File: src/hw/rtl/rgblf_pkg.sv
// ----------------------------------------------------------------------------
// RGB LED fade/blink controller package
// Shared types, codes and constants of the LED fade/blink controller.
// ----------------------------------------------------------------------------
`default_nettype none

package rgblf_pkg;

  localparam int LEVEL_W     = 8;
  localparam int DUR_W       = 16;
  localparam int FADE_RATE_W = 10;
  localparam int PRESCALE_W  = 10;
  localparam int FADE_CNT_W  = 18;
  localparam int MS_CNT_W    = 17;
  localparam int CFG_IDX_W   = 1;
  localparam int CFG_DATA_W  = FADE_RATE_W;
  localparam int NUM_LANES   = 3;

  localparam int DEF_US_PER_MS        = 1000;
  localparam int DEF_FADE_UNIT_US     = 250;
  localparam int DEF_OFFLINE_BLINK_MS = 1000;

  localparam logic [LEVEL_W-1:0] LEVEL_FULL = 8'd255;
  localparam logic [LEVEL_W-1:0] LEVEL_DARK = 8'd0;
  localparam logic [LEVEL_W-1:0] GREEN_BOOT = 8'd30;

  typedef enum logic [1:0] {
    MODE_TICK  = 2'd0,
    MODE_SET   = 2'd1,
    MODE_FLASH = 2'd2,
    MODE_BLINK = 2'd3
  } mode_t;

  typedef enum logic [CFG_IDX_W-1:0] {
    CFG_LED_ENABLE = 1'd0,
    CFG_FADE_RATE  = 1'd1
  } cfg_idx_t;

  typedef enum logic [1:0] {
    PRE_KEEP,
    PRE_DARK,
    PRE_OFFLINE
  } pre_sel_t;

  typedef enum logic [1:0] {
    POST_KEEP,
    POST_DARK,
    POST_BLINK
  } post_sel_t;

  typedef struct packed {
    logic      fire;
    logic      load_target;
    logic      load_blink;
    pre_sel_t  pre;
    logic      step;
    logic      jump;
    post_sel_t post;
  } lane_ctl_t;

  typedef struct packed {
    logic [LEVEL_W-1:0] red;
    logic [LEVEL_W-1:0] green;
    logic [LEVEL_W-1:0] blue;
    logic               offline;
  } result_t;

endpackage

`default_nettype wire

File: src/hw/rtl/rgblf_if.sv
// ----------------------------------------------------------------------------
// RGB LED fade/blink controller channels
// Command input channel and level output channel, valid/ready handshake.
// ----------------------------------------------------------------------------
`default_nettype none

interface rgblf_in_if;
  logic        valid;
  logic        ready;
  logic [1:0]  mode;
  logic [7:0]  red_in;
  logic [7:0]  green_in;
  logic [7:0]  blue_in;
  logic [15:0] duration_ms;
  logic        link_up;

  modport source (
    output valid, mode, red_in, green_in, blue_in, duration_ms, link_up,
    input  ready
  );
  modport sink (
    input  valid, mode, red_in, green_in, blue_in, duration_ms, link_up,
    output ready
  );
endinterface

interface rgblf_out_if;
  logic       valid;
  logic       ready;
  logic [7:0] red_level;
  logic [7:0] green_level;
  logic [7:0] blue_level;
  logic       offline_flag;

  modport source (
    output valid, red_level, green_level, blue_level, offline_flag,
    input  ready
  );
  modport sink (
    input  valid, red_level, green_level, blue_level, offline_flag,
    output ready
  );
endinterface

`default_nettype wire

File: src/hw/rtl/rgblf_lane.sv
// ----------------------------------------------------------------------------
// RGB LED fade/blink color lane
// Holds shown, target and blink level of one color and steps it per word.
// ----------------------------------------------------------------------------
`default_nettype none

module rgblf_lane
  import rgblf_pkg::*;
(
  input  wire logic               clk,
  input  wire logic               rst,
  input  wire lane_ctl_t          ctl,
  input  wire logic [LEVEL_W-1:0] cmd_level,
  input  wire logic [LEVEL_W-1:0] reset_level,
  input  wire logic [LEVEL_W-1:0] offline_level,
  output logic                    differ,
  output logic [LEVEL_W-1:0]      shown_cur,
  output logic [LEVEL_W-1:0]      shown_upd
);

  logic [LEVEL_W-1:0] shown;
  logic [LEVEL_W-1:0] target;
  logic [LEVEL_W-1:0] blink;
  logic [LEVEL_W-1:0] target_next;
  logic [LEVEL_W-1:0] blink_next;
  logic [LEVEL_W-1:0] target_pre;

  always_comb begin
    case (ctl.pre)
      PRE_DARK:    target_pre = LEVEL_DARK;
      PRE_OFFLINE: target_pre = offline_level;
      default:     target_pre = target;
    endcase
  end

  assign differ = (target_pre != shown);

  always_comb begin
    blink_next = (ctl.pre == PRE_OFFLINE) ? offline_level : blink;
    if (ctl.load_blink) begin
      blink_next = cmd_level;
    end
  end

  always_comb begin
    shown_upd = shown;
    if (ctl.jump) begin
      shown_upd = target_pre;
    end else if (ctl.step) begin
      if (target_pre > shown) begin
        shown_upd = shown + LEVEL_W'(1);
      end else if (target_pre < shown) begin
        shown_upd = shown - LEVEL_W'(1);
      end
    end
  end

  always_comb begin
    case (ctl.post)
      POST_DARK:  target_next = LEVEL_DARK;
      POST_BLINK: target_next = blink_next;
      default:    target_next = target_pre;
    endcase
    if (ctl.load_target) begin
      target_next = cmd_level;
    end
  end

  always_ff @(posedge clk) begin
    if (rst) begin
      shown  <= reset_level;
      target <= LEVEL_DARK;
      blink  <= LEVEL_DARK;
    end else if (ctl.fire) begin
      shown  <= shown_upd;
      target <= target_next;
      blink  <= blink_next;
    end
  end

  assign shown_cur = shown;

endmodule

`default_nettype wire

File: src/hw/rtl/rgblf_ctrl.sv
// ----------------------------------------------------------------------------
// RGB LED fade/blink timing control
// Time base, flash and blink timers, link handling and configuration.
// ----------------------------------------------------------------------------
`default_nettype none

module rgblf_ctrl
  import rgblf_pkg::*;
#(
  parameter int US_PER_MS        = DEF_US_PER_MS,
  parameter int FADE_UNIT_US     = DEF_FADE_UNIT_US,
  parameter int OFFLINE_BLINK_MS = DEF_OFFLINE_BLINK_MS
) (
  input  wire logic                  clk,
  input  wire logic                  rst,
  input  wire logic                  wr_en,
  input  wire logic [CFG_IDX_W-1:0]  wr_index,
  input  wire logic [CFG_DATA_W-1:0] wr_data,
  input  wire logic                  fire,
  input  wire logic [1:0]            mode,
  input  wire logic [DUR_W-1:0]      duration_ms,
  input  wire logic                  link_up,
  input  wire logic                  differ,
  output lane_ctl_t                  ctl,
  output logic                       offline_upd
);

  localparam int THR_W = $clog2(((1 << FADE_RATE_W) - 1) * FADE_UNIT_US + 1);
  localparam int CMP_W = (THR_W > FADE_CNT_W) ? THR_W : FADE_CNT_W;

  logic                  led_enable;
  logic [THR_W-1:0]      fade_thresh;
  logic [FADE_CNT_W-1:0] fade_us;
  logic [PRESCALE_W-1:0] prescale;
  logic [MS_CNT_W-1:0]   flash_ms;
  logic [MS_CNT_W-1:0]   blink_ms;
  logic [DUR_W-1:0]      flash_len;
  logic [DUR_W-1:0]      blink_half;
  logic                  offline;

  logic [FADE_CNT_W-1:0] fade_us_next;
  logic [PRESCALE_W-1:0] prescale_next;
  logic [MS_CNT_W-1:0]   flash_ms_next;
  logic [MS_CNT_W-1:0]   blink_ms_next;
  logic [DUR_W-1:0]      flash_len_next;
  logic [DUR_W-1:0]      blink_half_next;
  logic                  offline_next;

  logic                  is_tick;
  logic                  lost;
  logic [FADE_CNT_W-1:0] fade_us_inc;
  logic [PRESCALE_W-1:0] prescale_inc;
  logic                  ms_wrap;
  logic [MS_CNT_W-1:0]   flash_ms_inc;
  logic [MS_CNT_W-1:0]   blink_ms_inc;
  pre_sel_t              pre_sel;
  logic                  step;
  logic                  jump;
  post_sel_t             post_sel;

  assign is_tick = fire && (mode_t'(mode) == MODE_TICK);
  assign lost    = !link_up && !offline;

  assign fade_us_inc  = (&fade_us) ? fade_us : fade_us + FADE_CNT_W'(1);
  assign prescale_inc = prescale + PRESCALE_W'(1);
  assign ms_wrap      = (prescale_inc >= PRESCALE_W'(US_PER_MS));
  assign flash_ms_inc = (ms_wrap && !(&flash_ms)) ? flash_ms + MS_CNT_W'(1) : flash_ms;
  assign blink_ms_inc = (ms_wrap && !(&blink_ms)) ? blink_ms + MS_CNT_W'(1) : blink_ms;

  always_comb begin
    pre_sel = PRE_KEEP;
    if (is_tick) begin
      if (lost) begin
        pre_sel = PRE_OFFLINE;
      end else if (!led_enable) begin
        pre_sel = PRE_DARK;
      end
    end
  end

  always_comb begin
    fade_us_next    = fade_us;
    prescale_next   = prescale;
    flash_ms_next   = flash_ms;
    blink_ms_next   = blink_ms;
    flash_len_next  = flash_len;
    blink_half_next = blink_half;
    offline_next    = offline;
    step            = 1'b0;
    jump            = 1'b0;
    post_sel        = POST_KEEP;
    if (fire) begin
      case (mode_t'(mode))
        MODE_TICK: begin
          fade_us_next  = fade_us_inc;
          prescale_next = ms_wrap ? '0 : prescale_inc;
          flash_ms_next = flash_ms_inc;
          blink_ms_next = blink_ms_inc;
          if (lost) begin
            blink_ms_next   = '0;
            blink_half_next = DUR_W'(OFFLINE_BLINK_MS);
            flash_len_next  = '0;
            offline_next    = 1'b1;
          end else if (!led_enable) begin
            blink_half_next = '0;
            flash_len_next  = '0;
          end
          if (link_up) begin
            offline_next = 1'b0;
          end
          if (differ) begin
            if (fade_thresh != '0) begin
              if (CMP_W'(fade_us_inc) >= CMP_W'(fade_thresh)) begin
                fade_us_next = '0;
                step         = 1'b1;
              end
            end else begin
              jump = 1'b1;
            end
          end
          if ((flash_len_next != '0) && (flash_ms_inc >= {1'b0, flash_len_next})) begin
            flash_len_next = '0;
            post_sel       = POST_DARK;
          end
          if (blink_half_next != '0) begin
            if (blink_ms_next >= {1'b0, blink_half_next}) begin
              post_sel = POST_BLINK;
            end
            if (blink_ms_next >= {blink_half_next, 1'b0}) begin
              post_sel      = POST_DARK;
              blink_ms_next = '0;
            end
          end
        end
        MODE_SET: begin
          blink_half_next = '0;
          flash_len_next  = '0;
        end
        MODE_FLASH: begin
          flash_ms_next   = '0;
          flash_len_next  = duration_ms;
          blink_half_next = '0;
        end
        MODE_BLINK: begin
          blink_ms_next   = '0;
          blink_half_next = duration_ms;
          flash_len_next  = '0;
        end
        default: ;
      endcase
    end
  end

  always_comb begin
    ctl.fire        = fire;
    ctl.load_target = fire && (mode_t'(mode) != MODE_TICK);
    ctl.load_blink  = fire && (mode_t'(mode) == MODE_BLINK);
    ctl.pre         = pre_sel;
    ctl.step        = step;
    ctl.jump        = jump;
    ctl.post        = post_sel;
  end

  assign offline_upd = offline_next;

  always_ff @(posedge clk) begin
    if (rst) begin
      led_enable  <= 1'b1;
      fade_thresh <= '0;
    end else if (wr_en) begin
      case (cfg_idx_t'(wr_index))
        CFG_LED_ENABLE: led_enable  <= wr_data[0];
        CFG_FADE_RATE:  fade_thresh <= THR_W'(32'(wr_data) * FADE_UNIT_US);
        default: ;
      endcase
    end
  end

  always_ff @(posedge clk) begin
    if (rst) begin
      fade_us    <= '0;
      prescale   <= '0;
      flash_ms   <= '0;
      blink_ms   <= '0;
      flash_len  <= '0;
      blink_half <= '0;
      offline    <= 1'b0;
    end else begin
      fade_us    <= fade_us_next;
      prescale   <= prescale_next;
      flash_ms   <= flash_ms_next;
      blink_ms   <= blink_ms_next;
      flash_len  <= flash_len_next;
      blink_half <= blink_half_next;
      offline    <= offline_next;
    end
  end

endmodule

`default_nettype wire

File: src/hw/rtl/rgb_led_fade_blink_controller_unit.sv
// Results are registered in the output register, or in the skid while that is occupied.
// Throughput: one word per cycle unless the skid is full; state settles on acceptance.
// A two-entry output stage (register plus skid) keeps input ready while a result waits.
// Reset is synchronous: levels return to red 0, green 30, blue 255, LED enabled,
// fade rate zero, timers and the offline latch cleared.
// ----------------------------------------------------------------------------
// RGB LED fade/blink controller top level
// Three color lanes under one timing control, merged into one result word.
// ----------------------------------------------------------------------------
`default_nettype none

module rgb_led_fade_blink_controller_unit
  import rgblf_pkg::*;
#(
  parameter int US_PER_MS        = DEF_US_PER_MS,
  parameter int FADE_UNIT_US     = DEF_FADE_UNIT_US,
  parameter int OFFLINE_BLINK_MS = DEF_OFFLINE_BLINK_MS
) (
  input  wire logic                  clk,
  input  wire logic                  rst,
  input  wire logic                  wr_en,
  input  wire logic [CFG_IDX_W-1:0]  wr_index,
  input  wire logic [CFG_DATA_W-1:0] wr_data,
  rgblf_in_if.sink                   in_ch,
  rgblf_out_if.source                out_ch
);

  lane_ctl_t          ctl;
  logic               fire;
  logic               take;
  logic               differ;
  logic [2:0]         lane_differ;
  logic               offline_upd;
  result_t            result;
  result_t            result_cur;
  result_t            main_word;
  result_t            skid_word;
  logic               main_valid;
  logic               skid_valid;

  assign in_ch.ready = !skid_valid;
  assign fire        = in_ch.valid && in_ch.ready;
  assign take        = main_valid && out_ch.ready;

  rgblf_ctrl #(
    .US_PER_MS        (US_PER_MS),
    .FADE_UNIT_US     (FADE_UNIT_US),
    .OFFLINE_BLINK_MS (OFFLINE_BLINK_MS)
  ) u_ctrl (
    .clk         (clk),
    .rst         (rst),
    .wr_en       (wr_en),
    .wr_index    (wr_index),
    .wr_data     (wr_data),
    .fire        (fire),
    .mode        (in_ch.mode),
    .duration_ms (in_ch.duration_ms),
    .link_up     (in_ch.link_up),
    .differ      (differ),
    .ctl         (ctl),
    .offline_upd (offline_upd)
  );

  rgblf_lane u_red (
    .clk           (clk),
    .rst           (rst),
    .ctl           (ctl),
    .cmd_level     (in_ch.red_in),
    .reset_level   (LEVEL_DARK),
    .offline_level (LEVEL_FULL),
    .differ        (lane_differ[0]),
    .shown_cur     (result_cur.red),
    .shown_upd     (result.red)
  );

  rgblf_lane u_green (
    .clk           (clk),
    .rst           (rst),
    .ctl           (ctl),
    .cmd_level     (in_ch.green_in),
    .reset_level   (GREEN_BOOT),
    .offline_level (LEVEL_DARK),
    .differ        (lane_differ[1]),
    .shown_cur     (result_cur.green),
    .shown_upd     (result.green)
  );

  rgblf_lane u_blue (
    .clk           (clk),
    .rst           (rst),
    .ctl           (ctl),
    .cmd_level     (in_ch.blue_in),
    .reset_level   (LEVEL_FULL),
    .offline_level (LEVEL_DARK),
    .differ        (lane_differ[2]),
    .shown_cur     (result_cur.blue),
    .shown_upd     (result.blue)
  );

  assign differ             = |lane_differ;
  assign result.offline     = offline_upd;
  assign result_cur.offline = 1'b0;

  always_ff @(posedge clk) begin
    if (rst) begin
      main_valid <= 1'b0;
      skid_valid <= 1'b0;
    end else if (!main_valid || take) begin
      if (skid_valid) begin
        main_valid <= 1'b1;
        skid_valid <= 1'b0;
      end else begin
        main_valid <= fire;
      end
    end else if (fire) begin
      skid_valid <= 1'b1;
    end
  end

  always_ff @(posedge clk) begin
    if (!main_valid || take) begin
      if (skid_valid) begin
        main_word <= skid_word;
      end else if (fire) begin
        main_word <= result;
      end
    end else if (fire) begin
      skid_word <= result;
    end
  end

  assign out_ch.valid        = main_valid;
  assign out_ch.red_level    = main_word.red;
  assign out_ch.green_level  = main_word.green;
  assign out_ch.blue_level   = main_word.blue;
  assign out_ch.offline_flag = main_word.offline;

  a_skid_behind_main: assert property (@(posedge clk) disable iff (rst)
    skid_valid |-> main_valid)
    else $error("Skid word held while the output register is empty.");

  a_cmd_keeps_levels: assert property (@(posedge clk) disable iff (rst)
    (fire && (mode_t'(in_ch.mode) != MODE_TICK)) |->
      (result.red == result_cur.red && result.green == result_cur.green &&
       result.blue == result_cur.blue))
    else $error("A command word moved the shown levels.");

  a_link_clears_offline: assert property (@(posedge clk) disable iff (rst)
    (fire && (mode_t'(in_ch.mode) == MODE_TICK) && in_ch.link_up) |-> !result.offline)
    else $error("Offline flag set on a tick with the link up.");

  a_fade_one_step: assert property (@(posedge clk) disable iff (rst)
    (fire && ctl.step) |->
      (result.red - result_cur.red == 8'd1 || result_cur.red - result.red == 8'd1 ||
       result.red == result_cur.red))
    else $error("Fade step moved red by more than one.");

endmodule

`default_nettype wire

File: src/flat_wrapper.sv
// flat-port wrapper written by rule: the top's interface ports become plain ports
module rgb_led_fade_blink_controller_unit_flat import rgblf_pkg::*;
#(
  parameter int US_PER_MS        = DEF_US_PER_MS,
  parameter int FADE_UNIT_US     = DEF_FADE_UNIT_US,
  parameter int OFFLINE_BLINK_MS = DEF_OFFLINE_BLINK_MS
)
  (clk, rst, wr_en, wr_index, wr_data, in_ch_valid, in_ch_mode, in_ch_red_in, in_ch_green_in, in_ch_blue_in, in_ch_duration_ms, in_ch_link_up, in_ch_ready, out_ch_valid, out_ch_red_level, out_ch_green_level, out_ch_blue_level, out_ch_offline_flag, out_ch_ready);
  rgblf_in_if in_ch_i ();
  rgblf_out_if out_ch_i ();
  input  wire logic clk;
  input  wire logic rst;
  input  wire logic wr_en;
  input  wire logic [CFG_IDX_W-1:0] wr_index;
  input  wire logic [CFG_DATA_W-1:0] wr_data;
  input wire logic [$bits(in_ch_i.valid)-1:0] in_ch_valid;
  input wire logic [$bits(in_ch_i.mode)-1:0] in_ch_mode;
  input wire logic [$bits(in_ch_i.red_in)-1:0] in_ch_red_in;
  input wire logic [$bits(in_ch_i.green_in)-1:0] in_ch_green_in;
  input wire logic [$bits(in_ch_i.blue_in)-1:0] in_ch_blue_in;
  input wire logic [$bits(in_ch_i.duration_ms)-1:0] in_ch_duration_ms;
  input wire logic [$bits(in_ch_i.link_up)-1:0] in_ch_link_up;
  output wire logic [$bits(in_ch_i.ready)-1:0] in_ch_ready;
  output wire logic [$bits(out_ch_i.valid)-1:0] out_ch_valid;
  output wire logic [$bits(out_ch_i.red_level)-1:0] out_ch_red_level;
  output wire logic [$bits(out_ch_i.green_level)-1:0] out_ch_green_level;
  output wire logic [$bits(out_ch_i.blue_level)-1:0] out_ch_blue_level;
  output wire logic [$bits(out_ch_i.offline_flag)-1:0] out_ch_offline_flag;
  input wire logic [$bits(out_ch_i.ready)-1:0] out_ch_ready;
  assign in_ch_i.valid = in_ch_valid;
  assign in_ch_i.mode = in_ch_mode;
  assign in_ch_i.red_in = in_ch_red_in;
  assign in_ch_i.green_in = in_ch_green_in;
  assign in_ch_i.blue_in = in_ch_blue_in;
  assign in_ch_i.duration_ms = in_ch_duration_ms;
  assign in_ch_i.link_up = in_ch_link_up;
  assign in_ch_ready = in_ch_i.ready;
  assign out_ch_valid = out_ch_i.valid;
  assign out_ch_red_level = out_ch_i.red_level;
  assign out_ch_green_level = out_ch_i.green_level;
  assign out_ch_blue_level = out_ch_i.blue_level;
  assign out_ch_offline_flag = out_ch_i.offline_flag;
  assign out_ch_i.ready = out_ch_ready;
  rgb_led_fade_blink_controller_unit #(.US_PER_MS(US_PER_MS), .FADE_UNIT_US(FADE_UNIT_US), .OFFLINE_BLINK_MS(OFFLINE_BLINK_MS)) u_core (.clk(clk), .rst(rst), .wr_en(wr_en), .wr_index(wr_index), .wr_data(wr_data), .in_ch(in_ch_i), .out_ch(out_ch_i));
endmodule
File: config.mk
export PLATFORM = sky130hd
export DESIGN_NAME = rgb_led_fade_blink_controller_unit_flat
export DESIGN_NICKNAME = d
export VERILOG_FILES = /design/src/hw/rtl/rgblf_pkg.sv /design/src/hw/rtl/rgblf_if.sv /design/src/hw/rtl/rgblf_lane.sv /design/src/hw/rtl/rgblf_ctrl.sv /design/src/hw/rtl/rgb_led_fade_blink_controller_unit.sv /design/src/flat_wrapper.sv
export SDC_FILE = /design/constraint.sdc
export NUM_CORES = 1
export LEC_CHECK = 0
export BUFFER_PORTS_ARGS = -buffer_cell sky130_fd_sc_hd__buf_2
export CORE_UTILIZATION = 60
export CTS_CLUSTER_SIZE = 10
export DETAILED_ROUTE_END_ITERATION = 10
export PLACE_DENSITY = 0.86
export SYNTH_ARGS = -nofsm -noshare
export SYNTH_HDL_FRONTEND = slang
export SYNTH_SLANG_ARGS = --single-unit
File: constraint.sdc
create_clock -name clk -period 12.5 [get_ports clk]
set_clock_uncertainty 0.2 [all_clocks]
set_input_delay 1.875 -clock clk [delete_from_list [all_inputs] [get_ports clk]]
set_output_delay 1.875 -clock clk [all_outputs]
set_load 0.02 [all_outputs]
==> impl_metrics.toml <==
[cells_and_area]
final_common_cell = "nand2_1"
layout.nets = 2103
drive_above_1_share_pct = 8.93
layout_common_cells = "nand2_1 (209), dfxtp_1 (187), nor2_1 (181)"
fin_util_pct = 67.2
synthToLayoutAreaGrowth_pct = 8.89

[sta]
fin_crit_ns = 7.81
slew_headroom_pct = 19.2
rsz0062_at_grt = "false"
clock.fmax_mhz = 128
drv_slew = 0
finalHoldViolCount = 0
hold_slack_ns = 0.245
fin_tns_setup_ns = 0
fin_crit_sh_pct = 62.5
tightest_slew_ns = 1.21
setup_viol = 0

[cts]
tritoncts = "yes"
htree_levels = 1
clk_path_buf_depth = 3
cts_resized = 0
cts_sinks = 237
postCtsSetupBuffers = 0
clk_pin_slew_ns = 0.06
ctsHoldBuffers = 0
insertion_delay_ns = 0.54
root_buffer = "clkbuf_16"
cts_made_buffers = 28

[grt]
grt_pass1_wl_mm = 64.1
grt_pass1_vias = 13300
grt_max_degree = 87
track_usage_pct = 29.0
grt.overflow.total = 0
antenna_found_initial = 3

[drt]
drt-total-wl_mm = 38.5
drt_iter0_drc = 1093
ant_nets = 0
viasPerCell = 6.28
num_vias = 13900
wl_per_cell_um = 17.4
drtPass1Iterations = 5
drc = 0

[worst_setup_path]
slowest_delay_ns = 0.85
crit_top_cell = "ha_1"
cp_slowest_cell = "ha_2"
timing.rr.end = "u_core.u_blue.target[0]"
path_buf_inv = 2
r2r_setup_slack_ns = 4.82
crit_required_ns = 12.59
reg2reg_depth = 21
r2r_start = "u_core.u_ctrl.prescale[0]"
worstSetupEndpointType = "flip-flop"
critPathArrivalTime_ns = 7.90
crit_chain = "buf_2 > inv_1 > ha_2 > nand2_1 > or3_1 > ha_1 > nand2b_1 > a21boi_0 > ha_1 > nand4_1 > nor2_1 > a31oi_1 > nand3_1 > and2_1 > a2111oi_0 > o21ai_1 > mux2_2"
critPathMaxFanout = 61
crit_path_start_kind = "primary input"
critPathKind = "in -> reg"
crit_family = "simple AND/OR/NAND/NOR gates"

[hold_path]
holdCritStartpoint = "u_core.u_blue.target[1]"
min_path_type = "reg -> reg"
hold_depth = 2
hold_end = "u_core.u_blue.target[1]"

[floorplanning]
die_w_um = 164
rows = 58
die_y_um = 164
ios = 86
coreArea_um2 = 25500
die_area_um2 = 26800
initial_core_util_pct = 61.7

[power]
ir_worst_vdd_mv = 0.113
leakage_nw = 6.87
p_per_area_nw_per_um2 = 137

[synth]
ys_async_sr_fraction_pct = 0
syn-num-nets = 2065
synth_edf_count = 50
yosysSeqAreaShare_pct = 33.4
synth_cell_type_count = 79
synth_area_um2 = 15700
yosys_warnings = 0
ys_seq_elements = 237
postSynthAreaPerCell_um2 = 8.59
postSynthCellCount = 1830
synth-main-ff-cell = "dfxtp_1"

[placed_design]
dpl.hpwl_mm = 28.2
io_buffer_count = 85
globalplace.congestion = 0.942

[job]
max_cap_viol_count = 0

[outcome]
status = "finished, final reports clean"
## power breakdown
part           internal, W  leakage (nW)  switching (W)
Sequential        0.000843          1.96      0.0000393
Combinational     0.000301          4.51       0.000427
Clock             0.000425         0.387       0.000304
Total              0.00157          6.87       0.000770
## cell usage after synthesis, types with 30 or more instances
cell type / number / share of area (%)
nand4_1: 32 / 1.3
a22oi_1: 64 / 3.1
clkbuf_1: 76 / 1.8
nand3_1: 57 / 1.8
o21ai_0: 34 / 1.1
nor2_1: 182 / 4.3
xnor2_1: 55 / 3.1
nor3_1: 37 / 1.2
o211ai_1: 35 / 1.7
nand2_1: 209 / 5.0
dfxtp_1: 187 / 24
edfxtp_1: 50 / 9.6
a22o_1: 30 / 1.7
ha_1: 146 / 12
xor2_1: 30 / 1.7
inv_1: 99 / 2.4
a21oi_1: 122 / 3.9
fa_1: 30 / 3.8
## sequential cells by signal (all words and copies together), names as in the netlist, 8 cells and up
register / count
u_core.u_ctrl.flash_ms: 17
u_core.out_ch.red_level: 8
u_core.u_red.blink: 8
u_core.out_ch.green_level: 8
u_core.u_ctrl.fade_us: 18
u_core.u_ctrl.flash_len: 16
u_core.u_green.blink: 8
u_core.skid_word: 25
u_core.u_ctrl.blink_ms: 17
u_core.u_blue.target: 8
u_core.u_green.target: 8
u_core.u_green.shown_cur: 8
u_core.u_ctrl.fade_thresh: 17
u_core.out_ch.blue_level: 8
u_core.u_blue.blink: 8
u_core.u_red.shown_cur: 8
u_core.u_ctrl.blink_half: 16
u_core.u_ctrl.prescale: 10
u_core.u_red.target: 8
u_core.u_blue.shown_cur: 8
## metal layers
metal	share of wire (%)	track usage [%]
met1	44	39.2
met2	46	48.2
met3	6.5	2.78
met4	3.3	10.6
met5	0	0
## how the worst max path moves through the flow
stage                                    startpoint                           to  slack, ns  cells after the start
final                                 in_ch_mode[0]  u_core.out_ch.blue_level[1]       4.69                     17
after global routing      u_core.u_ctrl.prescale[0]      u_core.u_blue.target[3]       4.19                     21
after CTS                             in_ch_mode[0]  u_core.out_ch.blue_level[1]       4.82                     17
after detailed placement              in_ch_mode[0]  u_core.out_ch.blue_level[1]       4.27                     17
after global placement                in_ch_mode[0]  u_core.out_ch.blue_level[1]       4.52                     17
after floorplan                       in_ch_mode[0]  u_core.out_ch.blue_level[1]       5.85                     22
## worst register-to-register path: stages (launching register included)
cell	delay [ns]
dfxtp_1	0.47
ha_1	0.37
inv_1	0.10
nor4_1	0.48
o221ai_1	0.26
or3_1	0.44
nor3_1	0.57
nand4_1	0.19
xor2_1	0.17
nor2_1	0.22
ha_1	0.30
a21o_1	0.16
a21o_1	0.16
a21oi_1	0.18
nor2_1	0.05
a2111oi_0	0.89
a41oi_1	0.30
ha_1	0.94
nand2b_1	0.61
o211ai_1	0.20
o211ai_1	0.17
a21oi_1	0.10
## kinds of logic after synthesis
| logic type | after synthesis | synth area share (%) |
|---|---|---|
| multiplexers | 19 | 1.26 |
| flip-flops | 237 | 33.4 |
| AND/OR/NAND/NOR | 662 | 19.9 |
| buffers and inverters | 189 | 4.63 |
| adder cells (fa/ha/maj) | 177 | 15.5 |
| AO/OA/AOI/OAI | 460 | 20.4 |
| XOR/XNOR | 86 | 4.91 |
## per-stage QoR
step	std cells	total power [W]	area (µm²)	setup slack [ns]
after floorplan	1830	0.00144	15700	5.85
after global placement	2168	0.00159	16300	4.52
after detailed placement	2168	0.00161	16300	4.27
after CTS	2212	0.00234	17100	4.82
after global routing	2215	0.00247	17100	4.19
final	2215	0.00234	17100	4.69
## area by class of cell
type                    instances  area, µm²
diodes                          3       7.51
clock inverters                 2       10.0
inverters                      99        372
well taps                     330        413
multi-input cells            1404       9760
repair buffers                 98        526
clock buffers                  42        785
flip-flops and latches        237       5250
fillers                      1962       8360
(Power assumes the default switching activity.)
